`config.mk`:
```
export PLATFORM = sky130hd
export DESIGN_NAME = route_repeater_cache
export DESIGN_NICKNAME = d
export VERILOG_FILES = /design/src/hdl/rrc_pkg.sv /design/src/hdl/route_repeater_cache.sv /design/src/hdl/rrc_ram.sv /design/src/hdl/rrc_ctrl.sv /design/src/hdl/rrc_dp.sv
export SDC_FILE = /design/constraint.sdc
export NUM_CORES = 1
export LEC_CHECK = 0
export BUFFER_PORTS_ARGS = -buffer_cell sky130_fd_sc_hd__buf_4
export CAP_MARGIN = 20
export CORE_UTILIZATION = 62
export DETAILED_ROUTE_END_ITERATION = 10
export PLACE_DENSITY = 0.77
export SYNTH_ARGS = -nofsm -noshare
export SYNTH_HDL_FRONTEND = slang
export SYNTH_HIERARCHICAL = 1
export SYNTH_SLANG_ARGS = --single-unit
```
`constraint.sdc`:
```
create_clock -name clk_i -period 7.5 [get_ports clk_i]
set_clock_uncertainty 0.1 [all_clocks]
set_input_delay 1.5 -clock clk_i [delete_from_list [all_inputs] [get_ports clk_i]]
set_output_delay 1.5 -clock clk_i [all_outputs]
set_load 0.02 [all_outputs]
```
`src/hdl/rrc_pkg.sv`:
```
// ----------------------------------------------------------------------------
// Route repeater cache package
// Shared widths, command codes and the control/status bundles between the
// controller and the datapath.
// ----------------------------------------------------------------------------
package rrc_pkg;

  localparam int unsigned NODE_W            = 12;
  localparam int unsigned REP_W             = 8;
  localparam int unsigned CMD_W             = 2;
  localparam int unsigned TABLE_ENTRIES_DEF = 16;

  localparam logic [CMD_W-1:0] CMD_SET   = 2'd0;
  localparam logic [CMD_W-1:0] CMD_GET   = 2'd1;
  localparam logic [CMD_W-1:0] CMD_CLEAR = 2'd2;

  typedef struct packed {
    logic load;
    logic rd;
    logic commit;
  } rrc_ctl_t;

  typedef struct packed {
    logic needs_scan;
    logic last_addr;
  } rrc_sts_t;

endpackage

```
`src/hdl/route_repeater_cache.sv`:
```
// ----------------------------------------------------------------------------
// Route repeater cache
// Associative table of node id and repeater count entries with set, get and
// clear commands, one result word per command word.
// ----------------------------------------------------------------------------
//   Channel  | Direction | tdata                          | tuser
//   s_axis   | in        | node_id[11:0] repeaters_in[19:12] | command[1:0]
//   m_axis   | out       | repeaters_out[7:0]             | found[0] dropped[1]
//
// Set and get words scan every entry through one RAM read port, one entry
// per cycle, and a new word is taken only after the command has committed.
// Clear and the unused command skip the scan and go straight to commit.
// Reset empties the table at once through per-entry valid bits.
// A new word is accepted while a result still waits; the commit waits for the
// output register to be free.
module route_repeater_cache #(
  parameter int unsigned TABLE_ENTRIES = rrc_pkg::TABLE_ENTRIES_DEF
) (
  input  logic        clk_i,
  input  logic        rst_ni,
  input  logic        s_axis_tvalid_i,
  output logic        s_axis_tready_o,
  input  logic [23:0] s_axis_tdata_i,  // node_id[11:0], repeaters_in[19:12], zero pad
  input  logic [1:0]  s_axis_tuser_i,  // command[1:0]
  output logic        m_axis_tvalid_o,
  input  logic        m_axis_tready_i,
  output logic [7:0]  m_axis_tdata_o,  // repeaters_out[7:0]
  output logic [1:0]  m_axis_tuser_o   // found[0], dropped[1]
);

  rrc_pkg::rrc_ctl_t ctl;
  rrc_pkg::rrc_sts_t sts;
  logic              found;
  logic              dropped;

  rrc_ctrl u_ctrl (
    .clk_i     (clk_i),
    .rst_ni    (rst_ni),
    .s_valid_i (s_axis_tvalid_i),
    .s_ready_o (s_axis_tready_o),
    .m_valid_o (m_axis_tvalid_o),
    .m_ready_i (m_axis_tready_i),
    .sts_i     (sts),
    .ctl_o     (ctl)
  );

  rrc_dp #(
    .TABLE_ENTRIES (TABLE_ENTRIES)
  ) u_dp (
    .clk_i     (clk_i),
    .rst_ni    (rst_ni),
    .ctl_i     (ctl),
    .sts_o     (sts),
    .cmd_i     (s_axis_tuser_i),
    .node_i    (s_axis_tdata_i[11:0]),
    .reps_i    (s_axis_tdata_i[19:12]),
    .reps_o    (m_axis_tdata_o),
    .found_o   (found),
    .dropped_o (dropped)
  );

  assign m_axis_tuser_o = {dropped, found};

endmodule

```
`src/hdl/rrc_ram.sv`:
```
// ----------------------------------------------------------------------------
// Generic RAM
// One write port and one read port with registered read data.
// ----------------------------------------------------------------------------
module rrc_ram #(
  parameter int unsigned WIDTH = 8,
  parameter int unsigned DEPTH = 16,
  localparam int unsigned AW   = (DEPTH > 1) ? $clog2(DEPTH) : 1
) (
  input  logic             clk_i,
  input  logic             we_i,
  input  logic [AW-1:0]    waddr_i,
  input  logic [WIDTH-1:0] wdata_i,
  input  logic             re_i,
  input  logic [AW-1:0]    raddr_i,
  output logic [WIDTH-1:0] rdata_o
);

  logic [WIDTH-1:0] mem [DEPTH];
  logic [WIDTH-1:0] rdata_q;

  always_ff @(posedge clk_i) begin
    if (we_i) begin
      mem[waddr_i] <= wdata_i;
    end
    if (re_i) begin
      rdata_q <= mem[raddr_i];
    end
  end

  assign rdata_o = rdata_q;

endmodule

```
`src/hdl/rrc_ctrl.sv`:
```
// ----------------------------------------------------------------------------
// Route repeater cache controller
// Sequences load, table scan and commit, and owns the output word valid flag.
// ----------------------------------------------------------------------------
module rrc_ctrl (
  input  logic              clk_i,
  input  logic              rst_ni,
  input  logic              s_valid_i,
  output logic              s_ready_o,
  output logic              m_valid_o,
  input  logic              m_ready_i,
  input  rrc_pkg::rrc_sts_t sts_i,
  output rrc_pkg::rrc_ctl_t ctl_o
);

  typedef enum logic [1:0] {
    ST_IDLE,
    ST_SCAN,
    ST_LAST,
    ST_COMMIT
  } state_e;

  state_e state_q;
  logic   m_valid_q;
  logic   out_free;

  assign out_free   = !m_valid_q || m_ready_i;
  assign s_ready_o  = (state_q == ST_IDLE);
  assign m_valid_o  = m_valid_q;

  always_comb begin
    ctl_o        = '0;
    ctl_o.load   = (state_q == ST_IDLE) && s_valid_i;
    ctl_o.rd     = (state_q == ST_SCAN);
    ctl_o.commit = (state_q == ST_COMMIT) && out_free;
  end

  always_ff @(posedge clk_i or negedge rst_ni) begin
    if (!rst_ni) begin
      state_q   <= ST_IDLE;
      m_valid_q <= 1'b0;
    end else begin
      if (ctl_o.commit) begin
        m_valid_q <= 1'b1;
      end else if (m_ready_i) begin
        m_valid_q <= 1'b0;
      end
      case (state_q)
        ST_IDLE: begin
          if (s_valid_i) begin
            state_q <= sts_i.needs_scan ? ST_SCAN : ST_COMMIT;
          end
        end
        ST_SCAN: begin
          if (sts_i.last_addr) begin
            state_q <= ST_LAST;
          end
        end
        ST_LAST: begin
          state_q <= ST_COMMIT;
        end
        ST_COMMIT: begin
          if (out_free) begin
            state_q <= ST_IDLE;
          end
        end
        default: begin
          state_q <= ST_IDLE;
        end
      endcase
    end
  end

endmodule

```
`src/hdl/rrc_dp.sv`:
```
// ----------------------------------------------------------------------------
// Route repeater cache datapath
// Holds the table RAM and valid bits, scans for the first match and the first
// free slot, and applies the update and result on commit.
// ----------------------------------------------------------------------------
module rrc_dp #(
  parameter int unsigned TABLE_ENTRIES = rrc_pkg::TABLE_ENTRIES_DEF
) (
  input  logic                       clk_i,
  input  logic                       rst_ni,
  input  rrc_pkg::rrc_ctl_t          ctl_i,
  output rrc_pkg::rrc_sts_t          sts_o,
  input  logic [rrc_pkg::CMD_W-1:0]  cmd_i,
  input  logic [rrc_pkg::NODE_W-1:0] node_i,
  input  logic [rrc_pkg::REP_W-1:0]  reps_i,
  output logic [rrc_pkg::REP_W-1:0]  reps_o,
  output logic                       found_o,
  output logic                       dropped_o
);

  localparam int unsigned IW = (TABLE_ENTRIES > 1) ? $clog2(TABLE_ENTRIES) : 1;
  localparam int unsigned EW = rrc_pkg::NODE_W + rrc_pkg::REP_W;

  logic [rrc_pkg::CMD_W-1:0]  cmd_q;
  logic [rrc_pkg::NODE_W-1:0] node_q;
  logic [rrc_pkg::REP_W-1:0]  reps_q;
  logic [IW-1:0]              addr_q;
  logic [IW-1:0]              idx_q;
  logic                       cmp_v_q;
  logic                       hit_q;
  logic [IW-1:0]              hit_idx_q;
  logic [rrc_pkg::REP_W-1:0]  hit_reps_q;
  logic                       free_q;
  logic [IW-1:0]              free_idx_q;
  logic [TABLE_ENTRIES-1:0]   valid_q;
  logic [rrc_pkg::REP_W-1:0]  reps_out_q;
  logic                       found_q;
  logic                       dropped_q;

  logic [EW-1:0]              rdata;
  logic [rrc_pkg::NODE_W-1:0] ent_node;
  logic [rrc_pkg::REP_W-1:0]  ent_reps;
  logic                       is_set;
  logic                       is_get;
  logic                       we;
  logic [IW-1:0]              waddr;
  logic [EW-1:0]              wdata;

  assign sts_o.needs_scan = (cmd_i == rrc_pkg::CMD_SET) || (cmd_i == rrc_pkg::CMD_GET);
  assign sts_o.last_addr  = (addr_q == IW'(TABLE_ENTRIES - 1));

  assign ent_node = valid_q[idx_q] ? rdata[EW-1:rrc_pkg::REP_W] : '0;
  assign ent_reps = valid_q[idx_q] ? rdata[rrc_pkg::REP_W-1:0] : '0;

  assign is_set = (cmd_q == rrc_pkg::CMD_SET);
  assign is_get = (cmd_q == rrc_pkg::CMD_GET);

  always_comb begin
    we    = 1'b0;
    waddr = hit_idx_q;
    wdata = {(reps_q == '0) ? {rrc_pkg::NODE_W{1'b0}} : node_q, reps_q};
    if (ctl_i.commit && is_set) begin
      if (hit_q) begin
        we = 1'b1;
      end else if ((reps_q != '0) && free_q) begin
        we    = 1'b1;
        waddr = free_idx_q;
        wdata = {node_q, reps_q};
      end
    end
  end

  rrc_ram #(
    .WIDTH (EW),
    .DEPTH (TABLE_ENTRIES)
  ) u_ram (
    .clk_i   (clk_i),
    .we_i    (we),
    .waddr_i (waddr),
    .wdata_i (wdata),
    .re_i    (ctl_i.rd),
    .raddr_i (addr_q),
    .rdata_o (rdata)
  );

  always_ff @(posedge clk_i or negedge rst_ni) begin
    if (!rst_ni) begin
      valid_q <= '0;
      cmp_v_q <= 1'b0;
    end else begin
      cmp_v_q <= ctl_i.rd;
      if (ctl_i.commit && (cmd_q == rrc_pkg::CMD_CLEAR)) begin
        valid_q <= '0;
      end else if (we) begin
        valid_q[waddr] <= 1'b1;
      end
    end
  end

  always_ff @(posedge clk_i) begin
    if (ctl_i.load) begin
      cmd_q  <= cmd_i;
      node_q <= node_i;
      reps_q <= reps_i;
      addr_q <= '0;
      hit_q  <= 1'b0;
      free_q <= 1'b0;
    end else begin
      if (ctl_i.rd) begin
        idx_q  <= addr_q;
        addr_q <= addr_q + 1'b1;
      end
      if (cmp_v_q && !hit_q && (ent_node == node_q)) begin
        hit_q      <= 1'b1;
        hit_idx_q  <= idx_q;
        hit_reps_q <= ent_reps;
      end
      if (cmp_v_q && !free_q && (ent_node == '0)) begin
        free_q     <= 1'b1;
        free_idx_q <= idx_q;
      end
    end
    if (ctl_i.commit) begin
      reps_out_q <= (is_get && hit_q) ? hit_reps_q : '0;
      found_q    <= (is_set || is_get) && hit_q;
      dropped_q  <= is_set && !hit_q && (reps_q != '0) && !free_q;
    end
  end

  assign reps_o    = reps_out_q;
  assign found_o   = found_q;
  assign dropped_o = dropped_q;

endmodule

```
== Word level (Yosys, flattened, before mapping) ==
Memory sizes are Yosys's and may differ from the RTL's. A register that Yosys moved wholly into a read port is not among the register bits.
Cells that the tools add are included.
Operators by class
  add/subtract/negate cells: 1
  magnitude comparators: 3
  equality and inequality tests: 11
  mux-type cells: 26
  bitwise gates (word level): 2
  reductions and logical operators: 33
Operators with widths (number)
  $mux 20: 3
  $mux 16: 2
  $mux 12: 2
  $or 16x16->16: 1
  $logic_and 1x1->1: 15
  $eq 12x12->1: 1
  $logic_not 12->1: 1
  $mux 4: 3
  $lt 4x5->1 const B: 2
  $mux 1: 9
  $logic_not 8->1: 1
  $mux 2: 4
  $pmux 2 s4: 1
  $reduce_bool 8->1: 1
  $eq 2x1->1 const B: 3
  $eq 2x2->1 const B: 3
  $logic_not 2->1: 3
  $reduce_and 2->1: 3
  $add 4x1->4 const B: 1
  $bmux 1 s4: 1
  $demux 1 s4: 1
  $eq 4x4->1 const B: 1
  $ge 4x1->1 const B: 1
  $ne 2x2->1 const B: 2
  other kinds (6): 11
Word-level totals
  bits in registers: 78
  memory bits (writable): 320
  input port bits: 30
  output and inout port bits: 12
  logic and storage cells: 94
  memories: 1
Memories
  u_dp.u_ram.mem: depth 16, bits a word 20, rd ports 1, clocked after memory_dff 1, write ports 1, RTL line rrc_ram.sv:19  | logic [WIDTH-1:0] mem [DEPTH];

== Depth between registers and ports, before layout ==
  depth in word-level cells: 12
  gate-level depth with buffers: 9
  mapped depth without buffers: 9

== By module ==
Netlist, hierarchy kept.
By module, submodules not included
  rrc_ram: times used 1, cells each 533, area an instance 12731.0 um^2, seq. area each 10209.8 um^2
  rrc_dp: times used 1, cells each 268, area an instance 3427.0 um^2, seq. area each 2107.0 um^2
  rrc_ctrl: times used 1, cells each 22, area an instance 236.5 um^2, seq. area each 75.1 um^2
  route_repeater_cache: times used 1, cells each 2, area an instance 15.0 um^2, seq. area each 0.0 um^2

== Worst setup path before layout ==
OpenSTA, ideal clock, no wires.
  path kind: input to register
  from: input m_axis_tready_i
  to: memory u_dp/u_ram/mem[0][0] (netlist bit), enable pin
  library setup time: 0.422 ns
  data arrival time: 4.883 ns
  required time: 6.978 ns
  setup slack: 2.095 ns
  stages on the path: 7
  path buffers: 0
  cells stage by stage: nand2b_2 -> and2_1 -> nand4bb_1 -> a211oi_2 -> mux2_2 -> or3b_2 -> nor3_1
RTL lines
  from (decl): RTL line route_repeater_cache.sv:26  | input logic m_axis_tready_i,
  to (decl): RTL line rrc_ram.sv:19

==> metrics.txt <==
# TYPE chip_impl_metric gauge
chip_impl_info{name="run_status",value="finished clean"} 1
chip_impl_metric{name="die_width",unit="um"} 165
chip_impl_metric{name="synthesis.area_per_instance",unit="um^2"} 19.9
chip_impl_metric{name="cts_htree_levels",unit=""} 2
chip_impl_metric{name="gp_routability_congestion",unit=""} 0.801
chip_impl_metric{name="post_dp_cell_area",unit="mm^2"} 0.0172
chip_impl_metric{name="power.total",unit="mW"} 6.36
chip_impl_info{name="leading_cell_type_in_the_layout_fill_and_taps_excluded",value="edfxtp_1"} 1
chip_impl_metric{name="timing.critical_path.fanout_max",unit=""} 13
chip_impl_metric{name="static-leakage-power",unit="nW"} 6.13
chip_impl_metric{name="dp_slack",unit="ps"} 2450
chip_impl_metric{name="min_period_over_period",unit="%"} 60.4
chip_impl_metric{name="clock-sinks",unit=""} 418
chip_impl_metric{name="post_route_cells_drive_above_1_share",unit="%"} 24.7
chip_impl_info{name="worstPathCellList",value="buf_4 -> nand2b_2 -> and2_1 -> nand4bb_1 -> a211oi_2 -> mux2i_1 -> inv_2 -> nand2b_1 -> nor2_2 -> buf_8"} 1
chip_impl_info{name="holdCritPathClass",value="flop to flop"} 1
chip_impl_metric{name="grt.overflow.total",unit=""} 0
chip_impl_metric{name="finalNonFillerCells",unit=""} 1260
chip_impl_metric{name="finalWorstPathRequiredPeriod",unit="ps"} 4530
chip_impl_metric{name="final_core_util",unit="%"} 71.3
chip_impl_metric{name="drt_pass1_iterations",unit=""} 5
chip_impl_metric{name="path_buf_inv",unit=""} 3
chip_impl_metric{name="slowest_delay",unit="ps"} 590
chip_impl_info{name="critPathLaunchType",value="input port"} 1
chip_impl_metric{name="grt_pass1_wl",unit="um"} 50600
chip_impl_metric{name="placeableCoreArea",unit="mm^2"} 0.0260
chip_impl_metric{name="first_iter_violations",unit=""} 1038
chip_impl_metric{name="clock.fmax",unit="GHz"} 0.221
chip_impl_info{name="synth_flop_cell",value="edfxtp_1"} 1
chip_impl_metric{name="fillCellCount",unit=""} 1473
chip_impl_metric{name="cts_resized",unit=""} 0
chip_impl_metric{name="timing.max_slew.rel_slack",unit="%"} 35.2
chip_impl_metric{name="final_setup_fails",unit=""} 0
chip_impl_metric{name="place_hpwl",unit="um"} 20100
chip_impl_metric{name="cts.clk_slew.worst_paths",unit="ps"} 60
chip_impl_info{name="rsz_0062_raised_after_global_routing",value="false"} 1
chip_impl_metric{name="overall_die_area",unit="mm^2"} 0.0271
chip_impl_metric{name="boundaryPins",unit=""} 42
chip_impl_metric{name="detail-route-antenna-nets",unit=""} 0
chip_impl_metric{name="timing.critical_path.required",unit="ps"} 7620
chip_impl_info{name="most-common-layout-cells",value="edfxtp_1 (392), mux4_2 (65), buf_4 (54), clkbuf_16 (42)"} 1
chip_impl_metric{name="syn-num-nets",unit=""} 860
chip_impl_metric{name="syn-instance-count",unit=""} 825
chip_impl_metric{name="whs",unit="ps"} 397
chip_impl_metric{name="placementRows",unit=""} 59
chip_impl_metric{name="tritoncts.num_buffers",unit=""} 41
chip_impl_metric{name="initial_antenna_violation_count",unit=""} 0
chip_impl_metric{name="port-buffer-count",unit=""} 37
chip_impl_metric{name="cts-root-to-sink-buffers",unit=""} 3
chip_impl_metric{name="synth_edf_count",unit=""} 392
chip_impl_metric{name="synth-seq-cells",unit=""} 418
chip_impl_metric{name="clk-insertion-delay-late",unit="ps"} 530
chip_impl_metric{name="final_max_slew_viol_count",unit=""} 0
chip_impl_info{name="cpMaxStageDelayCell",value="nor2_2"} 1
chip_impl_metric{name="nNetsFinal",unit=""} 928
chip_impl_metric{name="async_reset_ff_share",unit="%"} 4.78
chip_impl_metric{name="max_slew.worst_pin.slew",unit="ps"} 972
chip_impl_metric{name="p_per_area",unit="mW/mm^2"} 343
chip_impl_metric{name="finalHoldViolations",unit=""} 0
chip_impl_metric{name="vias",unit=""} 8255
chip_impl_metric{name="cts_setup_buffers",unit=""} 0
chip_impl_info{name="tritoncts",value="done"} 1
chip_impl_info{name="critPathKind",value="input port to flop"} 1
chip_impl_metric{name="number_of_distinct_library_cells_after_synthesis",unit=""} 68
chip_impl_metric{name="worst_ep_arrival_time",unit="ps"} 4650
chip_impl_metric{name="wire_per_inst",unit="um"} 26.9
chip_impl_metric{name="pin_count_of_the_biggest_net_entering_global_routing",unit=""} 59
chip_impl_metric{name="synth-seq-area-share",unit="%"} 75.5
chip_impl_metric{name="routed_via_density",unit=""} 6.55
chip_impl_metric{name="postLayoutCellArea",unit="mm^2"} 0.0185
chip_impl_metric{name="timing.final.ws_setup",unit="ps"} 2970
chip_impl_info{name="clock_tree.root_cell",value="clkbuf_16"} 1
chip_impl_metric{name="maxCapViolations",unit=""} 0
chip_impl_metric{name="initial_core_util",unit="%"} 63.2
chip_impl_metric{name="first_global_vias",unit=""} 8528
chip_impl_metric{name="cts.hold.buffers_added",unit=""} 0
chip_impl_metric{name="synthesis.area",unit="mm^2"} 0.0164
chip_impl_info{name="worst_setup_path_end_kind",value="flop"} 1
chip_impl_metric{name="grt.total_usage",unit="%"} 26.2
chip_impl_metric{name="place_inst",unit=""} 1185
chip_impl_info{name="cpLargestDelayFamily",value="simple AND/OR/NAND/NOR gates"} 1
chip_impl_metric{name="worst_vdd_rail_ir_drop",unit="uV"} 304
chip_impl_metric{name="drc",unit=""} 0
chip_impl_metric{name="final.setup.tns",unit="ps"} 0
chip_impl_metric{name="area_delta_synth_final",unit="%"} 12.9
chip_impl_metric{name="postRouteWirelength",unit="um"} 33900
chip_impl_metric{name="die_h",unit="um"} 165
chip_impl_metric{name="yosys_warnings",unit=""} 6
## registers in the layout (all words and copies together), names as in the netlist
register,flops
u_ctrl/state_q,2
u_ctrl/m_valid_o,1
u_dp/u_ram/mem,320
u_dp/cmp_v_q,1
u_dp/idx_q,4
u_dp/reps_q,8
u_dp/hit_idx_q,4
u_dp/valid_q,16
u_dp/dropped_o,1
u_dp/free_idx_q,4
u_dp/cmd_q,2
u_dp/found_o,1
u_dp/free_q,1
u_dp/reps_o,8
u_dp/addr_q,4
u_dp/hit_reps_q,8
u_dp/u_ram/rdata_o,20
u_dp/node_q,12
u_dp/hit_q,1
## per-layer routing
| metal | share of wire [%] | GRT usage, % | up-vias |
|---|---|---|---|
| met5 | 0 | 0 | - |
| met4 | 2.2 | 7.71 | 0 |
| met3 | 7.8 | 4.72 | 62 |
| met2 | 51 | 43.3 | 383 |
| met1 | 39 | 36.0 | 4303 |
| li1 | - | - | 3507 |
## kinds of logic (layout without fill, tap and decap cells)
| family | count (synthesis) | in the layout | synth area share, % |
|---|---|---|---|
| xor gates and xnor gates | 9 | 9 | 0.480 |
| other | 0 | 1 | 0 |
| DFF | 418 | 418 | 75.5 |
| muxes | 93 | 93 | 12.4 |
| and+or+nand+nor | 165 | 165 | 5.62 |
| AOI/OAI and AO/OA | 91 | 91 | 4.21 |
| adders and majority gates | 5 | 5 | 0.381 |
| buffers and inverters | 44 | 143 | 1.43 |
## final timing paths
kind | from | to | slack, ps | cells after the start
setup reg to reg | u_ctrl/state_q[1] | u_dp/u_ram/mem[9][16] | 3600 | 9
setup / recovery | m_axis_tready_i | u_dp/u_ram/mem[9][16] | 2970 | 10
hold / removal | u_dp/valid_q[13] | u_dp/valid_q[13] | 400 | 2
max in group asynchronous | rst_ni | u_dp/valid_q[7] | 6310 | 1
hold reg to reg | u_dp/valid_q[13] | u_dp/valid_q[13] | 400 | 2
min in group asynchronous | rst_ni | u_dp/valid_q[3] | 750 | 1
## power by group
| group | switching (mW) | internal [mW] | leakage, nW |
|---|---|---|---|
| sequential | 0.220 | 2.83 | 3.87 |
| combinational | 0.698 | 0.577 | 1.61 |
| clock | 0.830 | 1.21 | 0.652 |
| total | 1.75 | 4.61 | 6.13 |
## synth_stat cells, types with 2 or more instances
cell      instances  area, um^2
edfxtp_1        392       11800
mux4_2           65        1460
nor2_1           52         195
a22oi_1          40         300
nand2_1          28         105
and2_1           27         169
clkbuf_1         20        75.1
dfrtp_1          20         500
mux4_1           17         447
a21oi_1          15        75.1
and3_1            9        56.3
buf_4             8        60.1
mux2i_1           7        70.1
nor2b_1           7        43.8
nor3_1            7        35.0
o21ai_0           7        35.0
xnor2_1           7        61.3
dfxtp_1           6         120
nand3_1           6        30.0
buf_6             5        56.3
ha_1              5        62.6
inv_1             5        18.8
nand3b_1          5        37.5
a31oi_1           4        25.0
inv_2             4        15.0
nand2b_1          4        25.0
a22o_1            3        26.3
nor4bb_1          3        30.0
o31ai_1           3        22.5
mux2_2            2        22.5
nor3b_2           2        25.0
nor4_4            2        42.5
o31ai_2           2        25.0
xor2_1            2        17.5
## cell type report
class                           instances  area, um^2  share of cell area [%]
Sequential cell                       418       12400                    66.9
Multi-Input combinational cell        363        3830                    20.7
Clock buffer                           54        1100                    5.91
Timing Repair Buffer                   60         508                    2.74
Tap cell                              335         419                    2.26
Clock inverter                         20         241                    1.30
Inverter                                9        33.8                   0.182
Antenna cell                            1        2.50                  0.0135
## worst min-delay path: stages (launching register included)
cell	delay (ps)
dfrtp_1	340
a21oi_1	40
nor2_1	70
No activity file was read; power rests on OpenSTA's default activity.
